[config.mk]
export PLATFORM = sky130hd
export DESIGN_NAME = sgain_gain
export DESIGN_NICKNAME = d
export VERILOG_FILES = /design/src/rtl/sgain_pkg.sv /design/src/rtl/sgain_gain.sv
export SDC_FILE = /design/constraint.sdc
export NUM_CORES = 1
export LEC_CHECK = 0
export BUFFER_PORTS_ARGS = -buffer_cell sky130_fd_sc_hd__buf_2
export CAP_MARGIN = 20
export CORE_MARGIN = 4
export CORE_UTILIZATION = 60
export CTS_CLUSTER_DIAMETER = 100
export DETAILED_ROUTE_END_ITERATION = 16
export PLACE_DENSITY = 0.77
export RECOVER_POWER = 25
export SETUP_SLACK_MARGIN = 0.5
export SLEW_MARGIN = 40
export SYNTH_ARGS = -nofsm -noshare
export SYNTH_HDL_FRONTEND = slang
export SYNTH_SLANG_ARGS = --single-unit
[constraint.sdc]
create_clock -name clk -period 10.5 [get_ports clk]
set_clock_uncertainty 0.05 [all_clocks]
set_input_delay 0 -clock clk [delete_from_list [all_inputs] [get_ports clk]]
set_output_delay 0 -clock clk [all_outputs]
set_load 0.05 [all_outputs]
[src/rtl/sgain_pkg.sv]
// Package for the stereo smoothed gain core: shared constants, the dB table
// build factors, state machine encodings and the command structs.
// No dependencies.
`default_nettype none

package sgain_pkg;

    localparam int LEVEL_W   = 11;
    localparam int COEF_W    = 16;
    localparam int TABLE_LEN = 1141;
    localparam int TBL_IDX_W = 11;
    localparam int TBL_FRAC  = 28;
    localparam int TBL_W     = 32;
    localparam int STEP_SH   = 16;

    localparam logic [COEF_W-1:0] COEF_RESET = 16'd1352;

    localparam logic signed [LEVEL_W-1:0] LEVEL_MIN = -11'sd900;
    localparam logic signed [LEVEL_W-1:0] LEVEL_MAX = 11'sd240;

    localparam logic [TBL_IDX_W-1:0] IDX_UNITY  = 11'd900;
    localparam logic [TBL_IDX_W-1:0] IDX_TOP    = 11'd1140;
    localparam logic [TBL_IDX_W-1:0] IDX_BOTTOM = 11'd1;

    localparam logic [28:0] UP_Q28   = 29'd271543792;
    localparam logic [28:0] DOWN_Q28 = 29'd265362701;
    localparam logic [TBL_W-1:0] UNITY_Q28 = 32'h1000_0000;

    typedef enum logic [1:0] {
        TI_UP,
        TI_DOWN,
        TI_DONE
    } sg_init_state_t;

    typedef enum logic [3:0] {
        ST_INIT,
        ST_IDLE,
        ST_LOOKUP,
        ST_TARGET,
        ST_STEP_MUL,
        ST_STEP_ADD,
        ST_SCALE,
        ST_SAT,
        ST_OUT
    } sg_state_t;

    typedef struct packed {
        logic load_target;
        logic step_mul;
        logic step_add;
        logic advance;
    } sg_gain_cmd_t;

    typedef struct packed {
        logic mul_en;
        logic sat_en;
    } sg_lane_cmd_t;

endpackage

`default_nettype wire

[src/rtl/sgain_gain.sv]
// Gain state: target and held gain, the jump test at a period start, the
// chunk position counter and the one-pole step. Depends on sgain_pkg.
`default_nettype none

module sgain_gain
    import sgain_pkg::*;
#(
    parameter int GAIN_FRAC_BITS = 20,
    parameter int CHUNK_FRAMES   = 16
) (
    input  wire logic                      clk,
    input  wire logic                      rst_n,
    input  wire sg_gain_cmd_t              cmd,
    input  wire logic [GAIN_FRAC_BITS+3:0] tbl_data,
    input  wire logic                      level_zero,
    input  wire logic [COEF_W-1:0]         coef,
    output logic      [GAIN_FRAC_BITS+3:0] gain
);

    localparam int GAIN_W  = GAIN_FRAC_BITS + 4;
    localparam int PHASE_W = (CHUNK_FRAMES > 1) ? $clog2(CHUNK_FRAMES) : 1;
    localparam int PROD_W  = COEF_W + GAIN_W + 2;
    localparam int SUM_W   = PROD_W - STEP_SH;
    localparam longint LIMIT = ((longint'(1) << GAIN_FRAC_BITS) - 1) / 100;
    localparam logic [GAIN_W-1:0]  JUMP_LIMIT = GAIN_W'(LIMIT);
    localparam logic [GAIN_W-1:0]  GAIN_ONE   = GAIN_W'(1) << GAIN_FRAC_BITS;
    localparam logic [PHASE_W-1:0] PHASE_LAST = PHASE_W'(CHUNK_FRAMES - 1);
    localparam logic signed [PROD_W-1:0] STEP_HALF = PROD_W'(1) <<< (STEP_SH - 1);
    localparam logic signed [SUM_W-1:0]  GMAX = SUM_W'({GAIN_W{1'b1}});

    logic [GAIN_W-1:0]         current_reg, current_next;
    logic [GAIN_W-1:0]         target_reg, target_next;
    logic                      active_reg, active_next;
    logic [PHASE_W-1:0]        phase_reg, phase_next;
    logic signed [PROD_W-1:0]  prod_reg;

    logic [GAIN_W-1:0]         new_target;
    logic [GAIN_W-1:0]         diff;
    logic                      step_due;
    logic signed [GAIN_W:0]    delta;
    logic signed [COEF_W:0]    coef_s;
    logic signed [PROD_W-1:0]  prod_full;
    logic signed [PROD_W-1:0]  prod_rnd;
    logic signed [SUM_W-1:0]   step_val;
    logic signed [SUM_W-1:0]   sum;

    assign new_target = level_zero ? '0 : tbl_data;
    assign diff       = (current_reg > new_target) ? (current_reg - new_target)
                                                   : (new_target - current_reg);
    assign step_due   = active_reg && (phase_reg == '0);
    assign delta      = $signed({1'b0, target_reg}) - $signed({1'b0, current_reg});
    assign coef_s     = $signed({1'b0, coef});
    assign prod_full  = PROD_W'(coef_s) * PROD_W'(delta);
    assign prod_rnd   = prod_reg + STEP_HALF;
    assign step_val   = prod_rnd[PROD_W-1:STEP_SH];
    assign sum        = $signed(SUM_W'({1'b0, current_reg})) + step_val;

    always_comb
    begin
        current_next = current_reg;
        target_next  = target_reg;
        active_next  = active_reg;
        phase_next   = phase_reg;
        if (cmd.load_target)
        begin
            target_next = new_target;
            phase_next  = '0;
            if (diff <= JUMP_LIMIT)
            begin
                current_next = new_target;
                active_next  = 1'b0;
            end
            else
            begin
                active_next = 1'b1;
            end
        end
        if (cmd.step_add && step_due)
        begin
            if (sum < 0)
            begin
                current_next = '0;
            end
            else if (sum > GMAX)
            begin
                current_next = GAIN_W'(GMAX);
            end
            else
            begin
                current_next = GAIN_W'(sum);
            end
        end
        if (cmd.advance)
        begin
            phase_next = (phase_reg == PHASE_LAST) ? '0 : phase_reg + 1'b1;
        end
    end

    always_ff @(posedge clk or negedge rst_n)
    begin
        if (!rst_n)
        begin
            current_reg <= '0;
            target_reg  <= GAIN_ONE;
            active_reg  <= 1'b0;
            phase_reg   <= '0;
        end
        else
        begin
            current_reg <= current_next;
            target_reg  <= target_next;
            active_reg  <= active_next;
            phase_reg   <= phase_next;
        end
    end

    always_ff @(posedge clk)
    begin
        if (cmd.step_mul)
        begin
            prod_reg <= prod_full;
        end
    end

    assign gain = current_reg;

endmodule

`default_nettype wire

==> results.py <==
metrics = {
    "drt": {
        "wl_mm": 59.25,
        "drtIter0Drc": 1332,
        "via_count": 18130,
        "drtAntennaViolNets": 0,
        "drc": 0,
        "drt-vias-per-instance": 5.817,
        "wl_per_cell_um": 19.01,
        "first_pass_iters": 6,
    },
    "critical_path": {
        "crit_top_cell": "fa_1",
        "worstPathArrival_ns": 9.41,
        "critPathKind": "reg -> reg",
        "startpoint_type": "flop",
        "crit_path_max_incr_delay_ns": 0.57,
        "crit_required_ns": 10.54,
        "path_max_fanout": 16,
        "end_kind": "flop",
        "slowest_stage": "fa_1",
    },
    "cts": {
        "clk_latency_ns": 0.35,
        "tritoncts": "done",
        "clockBufferDepth": 2,
        "clock_sinks": 80,
        "root_buffer": "clkbuf_16",
        "h-tree-depth": 3,
        "path_clk_slew_ns": 0.06,
        "cts_inserted_buffers": 9,
    },
    "sta": {
        "final_max_slew_viol_count": 31,
        "finalCriticalPeriod_ns": 9.365,
        "rsz0062_at_grt": "false",
        "setup_violations": 0,
        "slew_headroom_pct": -28.00,
        "fmax_mhz": 106.8,
        "fin_ws_ns": 1.135,
        "hold_viol": 0,
        "period_share_pct": 89.19,
        "tns_ns": 0,
        "tightest_slew_ns": 1.920,
    },
    "global_route": {
        "grt_max_degree": 54,
        "grt_pass1_vias": 19410,
        "grt_remaining_overflow": 0,
        "grt_pass1_wl_mm": 98.06,
        "grt_usage_pct": 29.53,
        "antenna_found_initial": 0,
    },
    "placed_design": {
        "place_area_um2": 23350,
        "dp_hpwl_mm": 46.62,
        "gp_congestion": 0.9412,
        "dp_slack_ns": 0.5542,
        "port_buffers": 70,
    },
    "floorplanning": {
        "core_area_um2": 36870,
        "io_pins": 71,
        "rows": 70,
        "die_area_um2": 40750,
        "initial_core_util_pct": 61.15,
        "die_y_um": 201.9,
        "die_w_um": 201.9,
    },
    "logic_synthesis": {
        "synth_ff_type": "dfrtp_1",
        "synth_top_area_share_pct": 34.89,
        "synth_edf_count": 27,
        "ys_ff_latch": 80,
        "netlist_area_um2": 22550,
        "synth_async_sr_flop_share_pct": 66.25,
        "postSynthCellCount": 2597,
        "synth.top_cells.by_area": "fa_1 (35%), ha_1 (11%), inv_1 (9.3%), dfrtp_1 (5.8%), nand2_1 (4.7%)",
        "yosys.area.top_type": "fa_1",
        "synth_cell_types": 73,
        "ys_seq_area_share_pct": 9.483,
        "synth_fp_nets": 3236,
        "syn_area_per_cell_um2": 8.682,
        "yosys_warnings": 0,
    },
    "final_layout": {
        "largest_register_ffs": 27,
        "final_area_um2": 23780,
        "syn2layout_area_growth_pct": 5.455,
        "fillers": 3107,
        "drive_above_1_share_pct": 6.889,
        "n_antenna_cell": 0,
        "nNetsFinal": 3247,
    },
    "outcome": {
        "violations": "max-capacitance violations, max-slew violations",
        "status": "finished with violations",
    },
    "min_path": {
        "hold_class": "in -> reg",
    },
    "job": {
        "max_cap_violations": 1,
    },
}
## final timing paths
kind	startpoint	end	slack, ns	depth (start not counted)
max	gain[1]	prod_reg[39]	1.14	35
min	tbl_data[5]	target_reg[5]	0.06	4
max reg2reg	gain[1]	prod_reg[39]	1.14	35
min reg2reg	active_reg	active_reg	0.46	2
max in group asynchronous	rst_n	gain[1]	9.60	3
min in group asynchronous	rst_n	target_reg[4]	0.29	3
## cell type report
| type | instances | area [um2] | share of cell area [%] |
|---|---|---|---|
| Multi-Input combinational cell | 1852 | 17960 | 75.55 |
| Sequential cell | 80 | 2140 | 8.998 |
| Inverter | 561 | 2106 | 8.856 |
| Tap cell | 504 | 630.6 | 2.652 |
| Timing Repair Buffer | 104 | 608.1 | 2.557 |
| Clock buffer | 15 | 300.3 | 1.263 |
| Clock inverter | 1 | 30.03 | 0.1263 |
## critical path: cells and delay by family, from the launching register on
family | cells | cell delay (ns)
AO/OA/AOI/OAI | 17 | 3.62
XOR/XNOR | 1 | 0.15
AND/OR/NAND/NOR | 4 | 0.54
adder cells (fa/ha/maj) | 8 | 3.59
flip-flops | 1 | 0.47
buffers and inverters | 5 | 0.68
## metrics by stage
step / instances / utilization, % / hold WS (ns)
floorplan: 2597 / - / -0.3456
global placement: 3097 / 63.29 / 0.1312
detailed placement: 3097 / 63.33 / 0.1294
CTS: 3115 / 64.28 / 0.05107
global route: 3117 / 64.49 / 0.07261
finish: 3117 / 64.49 / 0.06250
## kinds of logic (layout without fill, tap and decap cells)
kind of cell / after synthesis / in the layout / synth area share, %
and+or+nand+nor: 728 / 728 / 16.08
buffers and inverters: 665 / 681 / 11.26
adders and majority gates: 592 / 592 / 45.94
AOI/OAI and AO/OA: 387 / 387 / 11.16
xor gates and xnor gates: 109 / 109 / 4.234
DFF: 80 / 80 / 9.483
muxes: 36 / 36 / 1.848
## synthesized netlist by cell type, types with 6 or more instances
master,instances
mux2i_1,6
a21oi_1,91
xnor2_1,81
nor3_1,17
nor2_1,81
clkbuf_1,92
nand3_1,59
nand2_1,281
inv_1,561
mux2_2,25
o21bai_1,6
o21a_1,17
a31oi_1,14
and3_1,33
o211ai_1,11
a211oi_1,15
dfrtp_1,52
o21ai_0,86
fa_1,393
or2_2,6
a22oi_1,17
nor2b_1,37
ha_1,199
nand2b_1,35
edfxtp_1,27
nand4_1,18
a21boi_0,8
a21o_1,74
and2_1,131
xor2_1,28
## metal layers
metal	vias to the layer above	wire length, um	GRT usage (%)
met5	-	0	0
met4	0	1894	9.155
met3	146	5076	4.941
met2	859	28320	49.79
met1	8993	23960	39.44
li1	8134	-	-
## timing repair
| action | CTS | global route |
|---|---|---|
| buffers inserted | 0 | 2 |
| endpoints found under the setup margin | 0 | 14 |
| endpoints found under the hold margin | 56 | 0 |
| resized for setup | 0 | 18 |
| hold buffers | 2 | 0 |
## placed cells by master (no fill, tap or decap), types with 68 or more instances in the layout
master / count
xnor2_1: 79
nand2_1: 281
fa_1: 393
nor2_1: 81
a21o_1: 74
inv_1: 561
a21oi_1: 89
o21ai_0: 84
buf_2: 68
ha_1: 199
and2_1: 131
Power is left out: the tool's default activity adds up to more than one toggle a clock period on the data nets, which glitch-free logic cannot reach.
