### src/rtl/sgain_pkg.sv
// Package for the stereo smoothed gain core: shared constants, the dB table
// build factors, state machine encodings and the command structs.
// No dependencies.
`default_nettype none

package sgain_pkg;

    localparam int LEVEL_W   = 11;
    localparam int COEF_W    = 16;
    localparam int TABLE_LEN = 1141;
    localparam int TBL_IDX_W = 11;
    localparam int TBL_FRAC  = 28;
    localparam int TBL_W     = 32;
    localparam int STEP_SH   = 16;

    localparam logic [COEF_W-1:0] COEF_RESET = 16'd1352;

    localparam logic signed [LEVEL_W-1:0] LEVEL_MIN = -11'sd900;
    localparam logic signed [LEVEL_W-1:0] LEVEL_MAX = 11'sd240;

    localparam logic [TBL_IDX_W-1:0] IDX_UNITY  = 11'd900;
    localparam logic [TBL_IDX_W-1:0] IDX_TOP    = 11'd1140;
    localparam logic [TBL_IDX_W-1:0] IDX_BOTTOM = 11'd1;

    localparam logic [28:0] UP_Q28   = 29'd271543792;
    localparam logic [28:0] DOWN_Q28 = 29'd265362701;
    localparam logic [TBL_W-1:0] UNITY_Q28 = 32'h1000_0000;

    typedef enum logic [1:0] {
        TI_UP,
        TI_DOWN,
        TI_DONE
    } sg_init_state_t;

    typedef enum logic [3:0] {
        ST_INIT,
        ST_IDLE,
        ST_LOOKUP,
        ST_TARGET,
        ST_STEP_MUL,
        ST_STEP_ADD,
        ST_SCALE,
        ST_SAT,
        ST_OUT
    } sg_state_t;

    typedef struct packed {
        logic load_target;
        logic step_mul;
        logic step_add;
        logic advance;
    } sg_gain_cmd_t;

    typedef struct packed {
        logic mul_en;
        logic sat_en;
    } sg_lane_cmd_t;

endpackage

`default_nettype wire

### src/rtl/sgain_lane.sv
// One channel lane: sample times gain, then rounding to nearest with ties
// upward and saturation to the sample width. Depends on sgain_pkg.
`default_nettype none

module sgain_lane
    import sgain_pkg::*;
#(
    parameter int SAMPLE_BITS    = 24,
    parameter int GAIN_FRAC_BITS = 20
) (
    input  wire logic                           clk,
    input  wire sg_lane_cmd_t                   cmd,
    input  wire logic signed [SAMPLE_BITS-1:0]  sample,
    input  wire logic [GAIN_FRAC_BITS+3:0]      gain,
    output logic signed      [SAMPLE_BITS-1:0]  result
);

    localparam int GAIN_W = GAIN_FRAC_BITS + 4;
    localparam int P_W    = SAMPLE_BITS + GAIN_W + 1;
    localparam logic signed [P_W-1:0] HALF = P_W'(1) <<< (GAIN_FRAC_BITS - 1);
    localparam logic signed [P_W-1:0] HI =
        P_W'((longint'(1) << (SAMPLE_BITS - 1)) - 1);
    localparam logic signed [P_W-1:0] LO = -HI - P_W'(1);

    logic signed [P_W-1:0]         prod_reg;
    logic signed [SAMPLE_BITS-1:0] result_reg;
    logic signed [P_W-1:0]         prod;
    logic signed [P_W-1:0]         shifted;
    logic signed [SAMPLE_BITS-1:0] sat;

    assign prod    = P_W'(sample) * P_W'($signed({1'b0, gain}));
    assign shifted = (prod_reg + HALF) >>> GAIN_FRAC_BITS;

    always_comb
    begin
        if (shifted > HI)
        begin
            sat = HI[SAMPLE_BITS-1:0];
        end
        else if (shifted < LO)
        begin
            sat = LO[SAMPLE_BITS-1:0];
        end
        else
        begin
            sat = shifted[SAMPLE_BITS-1:0];
        end
    end

    always_ff @(posedge clk)
    begin
        if (cmd.mul_en)
        begin
            prod_reg <= prod;
        end
        if (cmd.sat_en)
        begin
            result_reg <= sat;
        end
    end

    assign result = result_reg;

endmodule

`default_nettype wire

### config.mk
export PLATFORM = sky130hd
export DESIGN_NAME = sgain_lane
export DESIGN_NICKNAME = d
export VERILOG_FILES = /design/src/rtl/sgain_pkg.sv /design/src/rtl/sgain_lane.sv
export SDC_FILE = /design/constraint.sdc
export NUM_CORES = 1
export LEC_CHECK = 0
export ABC_CLOCK_PERIOD_IN_PS = 7300
export BUFFER_PORTS_ARGS = -buffer_cell sky130_fd_sc_hd__buf_4
export CORE_MARGIN = 2
export CORE_UTILIZATION = 34
export DETAILED_ROUTE_END_ITERATION = 8
export GPL_TIMING_DRIVEN = 0
export PLACE_DENSITY = 0.5
export SLEW_MARGIN = 20
export SYNTH_ARGS = -nofsm -noshare
export SYNTH_HDL_FRONTEND = slang
export SYNTH_SLANG_ARGS = --single-unit
### constraint.sdc
create_clock -name clk -period 7.3 [get_ports clk]
set_input_delay 0.73 -clock clk [delete_from_list [all_inputs] [get_ports clk]]
set_output_delay 0.73 -clock clk [all_outputs]
set_load 0.01 [all_outputs]
==> flow_metrics.tcl, run 1 <==
set metrics [dict create \
    yosysWarnings 0 \
    grt_pass1_vias 16933 \
    r2r_setup_slack_ns 4.28 \
    track_usage 0.207 \
    fin_skew_ns 0.00751 \
    startpoint_type "primary input" \
    met1Wirelength_mm 27.2 \
    final_nets 3115 \
    drive_gt1_frac 0.106 \
    synth_ff_type "edfxtp_1" \
    post_drt_wl_per_cell_um 20.2 \
    worst_pin_slew_ns 0.805 \
    crit_path_end "prod_reg[41]" \
    cap_violations 0 \
    worstSetupPathType "in2reg" \
    wl_met3_mm 4.05 \
    cts.clk_slew.worst_paths_ns 0.06 \
    cts_tree "built" \
    fp.dieW_um 255 \
    synthToLayoutAreaGrowth_pct 11.1 \
    hold_violations 0 \
    first_iter_violations 919 \
    clock_latency_ns 0.29 \
    ys_types 68 \
    slew_viol_final 0 \
    viasPerCell 4.84 \
    synth-seq-area-share 0.0756 \
    htree_num_levels 2 \
    ys_top_cells_by_area "fa_1 (45%), ha_1 (12%), inv_1 (9.5%)" \
    worstSetupStartpoint "gain[22]" \
    highest_layer "met4" \
    ant_nets 0 \
    portBuffers 74 \
    grt_pass1_wl_mm 99.6 \
    synth_edf_count 54 \
    final_common_cell "inv_1" \
    fp.dieArea_um2 65100 \
    worstPathArrival_ns 7.16 \
    synthCells 2301 \
    ctsHoldBuffers 0 \
    synth_area_um2 21500 \
    timing.rr.end "result[3]" \
    reg2reg_depth 10 \
    wirelength_mm 65.2 \
    syn_avg_cell_area_um2 9.32 \
    cts_root_buf "clkbuf_16" \
    holdWs_ns 0.650 \
    post-route-period-util 0.977 \
    met2WireLength_mm 32.0 \
    row_count 92 \
    clockBufferDepth 2 \
    initial_core_util 0.342 \
    setup_viol 0 \
    fmaxAchievable_mhz 140 \
    place_congestion 0.922 \
    antenna_found_initial 5 \
    ioPinCount 75 \
    grt_max_degree 31 \
    syn_nets 3032 \
    end_kind "flip-flop" \
    overflow 0 \
    dp_hpwl_mm 55.4 \
    status "finished, final reports clean" \
    ys_async_sr_fraction 0 \
    drt-pass1-iter-count 5 \
    core-area_um2 62700 \
    crit_fanout 10 \
    chipHeight_um 255 \
    r2r-start "prod_reg[19]" \
    slew-limit-headroom 0.459 \
    final_cell_mix "inv_1 (542), fa_1 (479), nand2_1 (304), and2_1 (274), ha_1 (192)" \
    largest_reg_flops 30 \
    netlist.area_leader.share 0.449 \
    hp-class "reg2reg" \
    crit_required_ns 7.33 \
    synth_top_area_cell "fa_1" \
    num_vias 15642 \
    clock-sinks 54 \
    fin_crit_ns 7.13 \
    cts_buffers 5 \
    drc 0 \
    antenna_cells 0 \
    synth_seq_cells 54 \
]
## cell usage after synthesis, types with 17 or more instances
cell,count
nand3_1,17
ha_1,199
nor2_1,28
xor2_1,19
o21ai_0,19
a21oi_1,38
xnor2_1,30
inv_1,543
nand2_1,305
a21o_1,19
o21ai_2,20
edfxtp_1,54
clkbuf_1,95
fa_1,481
nor2b_1,18
and2_1,275
## per-layer routing
| layer | up-vias | global-route usage |
|---|---|---|
| met1 | 8130 | 0.273 |
| met3 | 75 | 0.0313 |
| met4 | 0 | 0.0550 |
| li1 | 7029 | - |
| met2 | 408 | 0.354 |
| met5 | - | 0 |
## worst min path at each step
| stage | start | to | depth (start not counted) |
|---|---|---|---|
| global placement | prod_reg[41] | result[21] | 2 |
| floorplan | prod_reg[41] | result[21] | 2 |
| CTS | prod_reg[41] | result[21] | 2 |
| global route | prod_reg[41] | result[21] | 2 |
| finish | prod_reg[41] | result[21] | 2 |
| detailed placement | prod_reg[41] | result[21] | 2 |
## logic make-up (layout without fill, tap and decap cells)
logic type,count (synthesis),in the layout,share of synthesized area
mux,3,3,0.00152
compound gates,149,149,0.0494
flops,54,54,0.0756
simple gates,722,722,0.175
fa+ha+maj,680,680,0.565
buf+inv,644,728,0.114
xor+xnor,49,49,0.0200
## worst max-delay path, cell delays in order
cell      delay, ns
buf_4          0.13
buf_2          0.30
nand2_1        0.13
fa_1           0.55
inv_1          0.05
fa_1           0.50
inv_1          0.05
fa_1           0.46
fa_1           0.51
inv_1          0.05
fa_1           0.49
fa_1           0.50
inv_1          0.06
fa_1           0.51
inv_1          0.05
ha_2           0.30
a21o_1         0.17
a21o_1         0.19
a21oi_2        0.21
nand4b_1       0.12
or3_4          0.44
and3_4         0.19
o41ai_4        0.34
nor2_1         0.11
## repair_timing
action                     CTS  global route
cloned                       0             0
pin swaps                    5            19
resized for setup          121           195
setup endpoints to repair   28            18
setup buffers                2             3
## cell type report
class,count,area [um2]
fill,6459,38900
buffer,98,748
clock buffer,6,129
inverter,543,2040
timing repair buffer,79,597
clock inverter,2,8.76
tap,846,1060
multi-input combinational,1603,17600
sequential,54,1620
## stage by stage
| step | setup WS (ns) | TNS (ns) | cell area, um2 | util | cells |
|---|---|---|---|---|---|
| 6_report | 0.166 | 0 | 23800 | 0.380 | 3231 |
| 5_1_grt | -0.0334 | -0.0840 | 23800 | 0.380 | 3231 |
| 4_1_cts | -0.0148 | -0.0222 | 23500 | 0.374 | 3229 |
| 3_5_place_dp | -1.37 | -24.81 | 23100 | 0.368 | 3221 |
| 3_3_place_gp | -1.35 | -23.90 | 23100 | 0.368 | 3221 |
| 2_1_floorplan | 0.366 | 0 | 21500 | - | 2301 |
Power of run 1 is not shown: default switching activity piles up to over one toggle a cycle in this logic, so the estimate is an artifact.
==> inputs of run 2 (changes only) <==
CTS_CLUSTER_DIAMETER = 200   (was unset)
PLACE_DENSITY = unset   (was 0.5)
==> run 2 against run 1 <==
Clock skew shrank 0.0019 ns. Maximum frequency shrank 0.30%. Via count grew 3.7%. Die area is the same. Count of clock-buffer cells in the layout shrank 1. Register-to-register slack gained 0.04 ns. Non-clock buffer count shrank 4.
==> flow_metrics.tcl, run 2 (synthesis gave the netlist of run 1 again) <==
set metrics [dict create \
    status "finished, final reports clean" \
    end_kind "flip-flop" \
    whs_endpoint "result[21]" \
    worstPathArrival_ns 7.19 \
    chipHeight_um 255 \
    fp.dieW_um 255 \
    cap_violations 0 \
    portBuffers 74 \
    fin_skew_ns 0.00564 \
    hp-start "prod_reg[41]" \
    slowest_stage "fa_1" \
    drive_gt1_frac 0.0995 \
    slew_viol_final 0 \
    cpMostUsedCell "fa_1" \
    wirelength_mm 64.4 \
    clockBufferDepth 2 \
    reg2reg_depth 10 \
    antenna_found_initial 4 \
    post-route-period-util 0.980 \
    holdWs_ns 0.650 \
    setup_viol 0 \
    r2r-start "prod_reg[19]" \
    row_count 92 \
    synthToLayoutAreaGrowth_pct 10.2 \
    antenna_cells 0 \
    fp.dieArea_um2 65100 \
    cts.clk_slew.worst_paths_ns 0.07 \
    final_cell_mix "inv_1 (543), fa_1 (481), nand2_1 (304), and2_1 (275), ha_1 (197)" \
    htree_num_levels 2 \
    track_usage 0.204 \
    core-area_um2 62700 \
    worstSetupPathType "in2reg" \
    post_drt_wl_per_cell_um 19.9 \
    largest_reg_flops 30 \
    startpoint_type "primary input" \
    cts_buffers 5 \
    cts_root_buf "clkbuf_16" \
    grt_pass1_wl_mm 100 \
    grt_max_degree 31 \
    hp-class "reg2reg" \
    dp_hpwl_mm 54.9 \
    first_iter_violations 951 \
    ioPinCount 75 \
    drc 0 \
    crit_required_ns 7.33 \
    crit_fanout 10 \
    ctsHoldBuffers 0 \
    clock-sinks 54 \
    overflow 0 \
    slew-limit-headroom 0.520 \
    crit_chain "buf_4 -> clkbuf_2 -> nand2_1 -> fa_1 -> inv_1 -> fa_1 -> fa_1 -> fa_1 -> fa_1 -> fa_1 -> inv_1 -> fa_1 -> inv_1 -> ha_1 -> a21o_1 -> a21o_1 -> a21oi_2 -> nand4b_1 -> or3_4 -> and3_4 -> o41ai_4 -> nor2_1" \
    grt_pass1_vias 17530 \
    final_common_cell "inv_1" \
    cp_slowest_stage_delay_ns 0.59 \
    r2r_setup_slack_ns 4.32 \
    place_congestion 0.923 \
    ant_nets 0 \
    cts_tree "built" \
    crit_buf_inv 5 \
    worst_pin_slew_ns 0.714 \
    critPathTopFamily "adder cells" \
    fmaxAchievable_mhz 140 \
    final_nets 3111 \
    fin_crit_ns 7.16 \
    drt-pass1-iter-count 6 \
    timing.rr.end "result[3]" \
    num_vias 16215 \
    clock_latency_ns 0.29 \
    min_path_cells 2 \
    viasPerCell 5.02 \
    hold_violations 0 \
    initial_core_util 0.342 \
]
==> run 2: cell types whose count changed in the layout (fill, tap and decap cells not counted), moves of 2 or more <==
cell       delta
buf_6        -10
clkbuf_4      +5
buf_4        -13
fa_1          +2
buf_12        -2
buf_8         -5
ha_1          +5
bufinv_16     +2
ha_2          -4
clkbuf_2     +16
fa_2          -2
buf_2         +3
o21ai_2       -2
==> run 2: how the worst max path moves through the flow <==
stage	slack (ns)	to	start	depth (start not counted)
after floorplan	0.37	prod_reg[41]	gain[19]	23
after global routing	-0.003	prod_reg[43]	sample[10]	24
final	0.14	prod_reg[41]	sample[17]	22
after global placement	-1.27	prod_reg[41]	gain[11]	23
after detailed placement	-1.27	prod_reg[41]	gain[11]	23
after CTS	0.005	prod_reg[43]	gain[16]	23
==> run 2: timing repair <==
action / 4_1_cts / 5_1_grt
endpoints found under the setup margin: 24 / 17
pin swaps: 6 / 14
gates cloned: 0 / 0
buffers inserted: 1 / 1
endpoints found under the hold margin: 0 / 0
resized for setup: 108 / 106
==> run 2: final cells by class <==
type                    count  area (um2)
clock buffers               5         125
fillers                  6367       39100
plain buffers              97         596
well taps                 846        1060
flip-flops and latches     54        1620
clock inverters             3        68.8
inverters                 543        2040
multi-input cells        1603       17600
repair buffers             76         574
==> run 2: metrics by stage <==
step	worst slack (ns)	instance area [um2]	setup TNS, ns	utilization	cells
final	0.145	23600	0	0.377	3227
after global routing	-0.00348	23600	-0.00348	0.377	3227
after CTS	0.00549	23500	0	0.375	3227
after detailed placement	-1.27	23100	-19.71	0.368	3221
after global placement	-1.27	23100	-19.46	0.368	3221
after floorplan	0.366	21500	0	-	2301
==> run 2: per-layer routing <==
metal	up-vias	share of wire	GRT usage
met1	8427	0.40	0.270
met4	0	0.033	0.0598
met5	-	0	0
li1	7029	-	-
met2	637	0.49	0.351
met3	122	0.072	0.0257
==> run 2: worst register-to-register path: cells and delay by family, from the launching register on <==
kind                     cells  cell delay [ns]
adder cells (fa/ha/maj)      1             0.25
buffers and inverters        1             0.22
multiplexers                 1             0.35
AND/OR/NAND/NOR              4             0.93
flip-flops                   1             0.45
AO/OA/AOI/OAI                3             0.53
Power of run 2 is left out for the same reason.
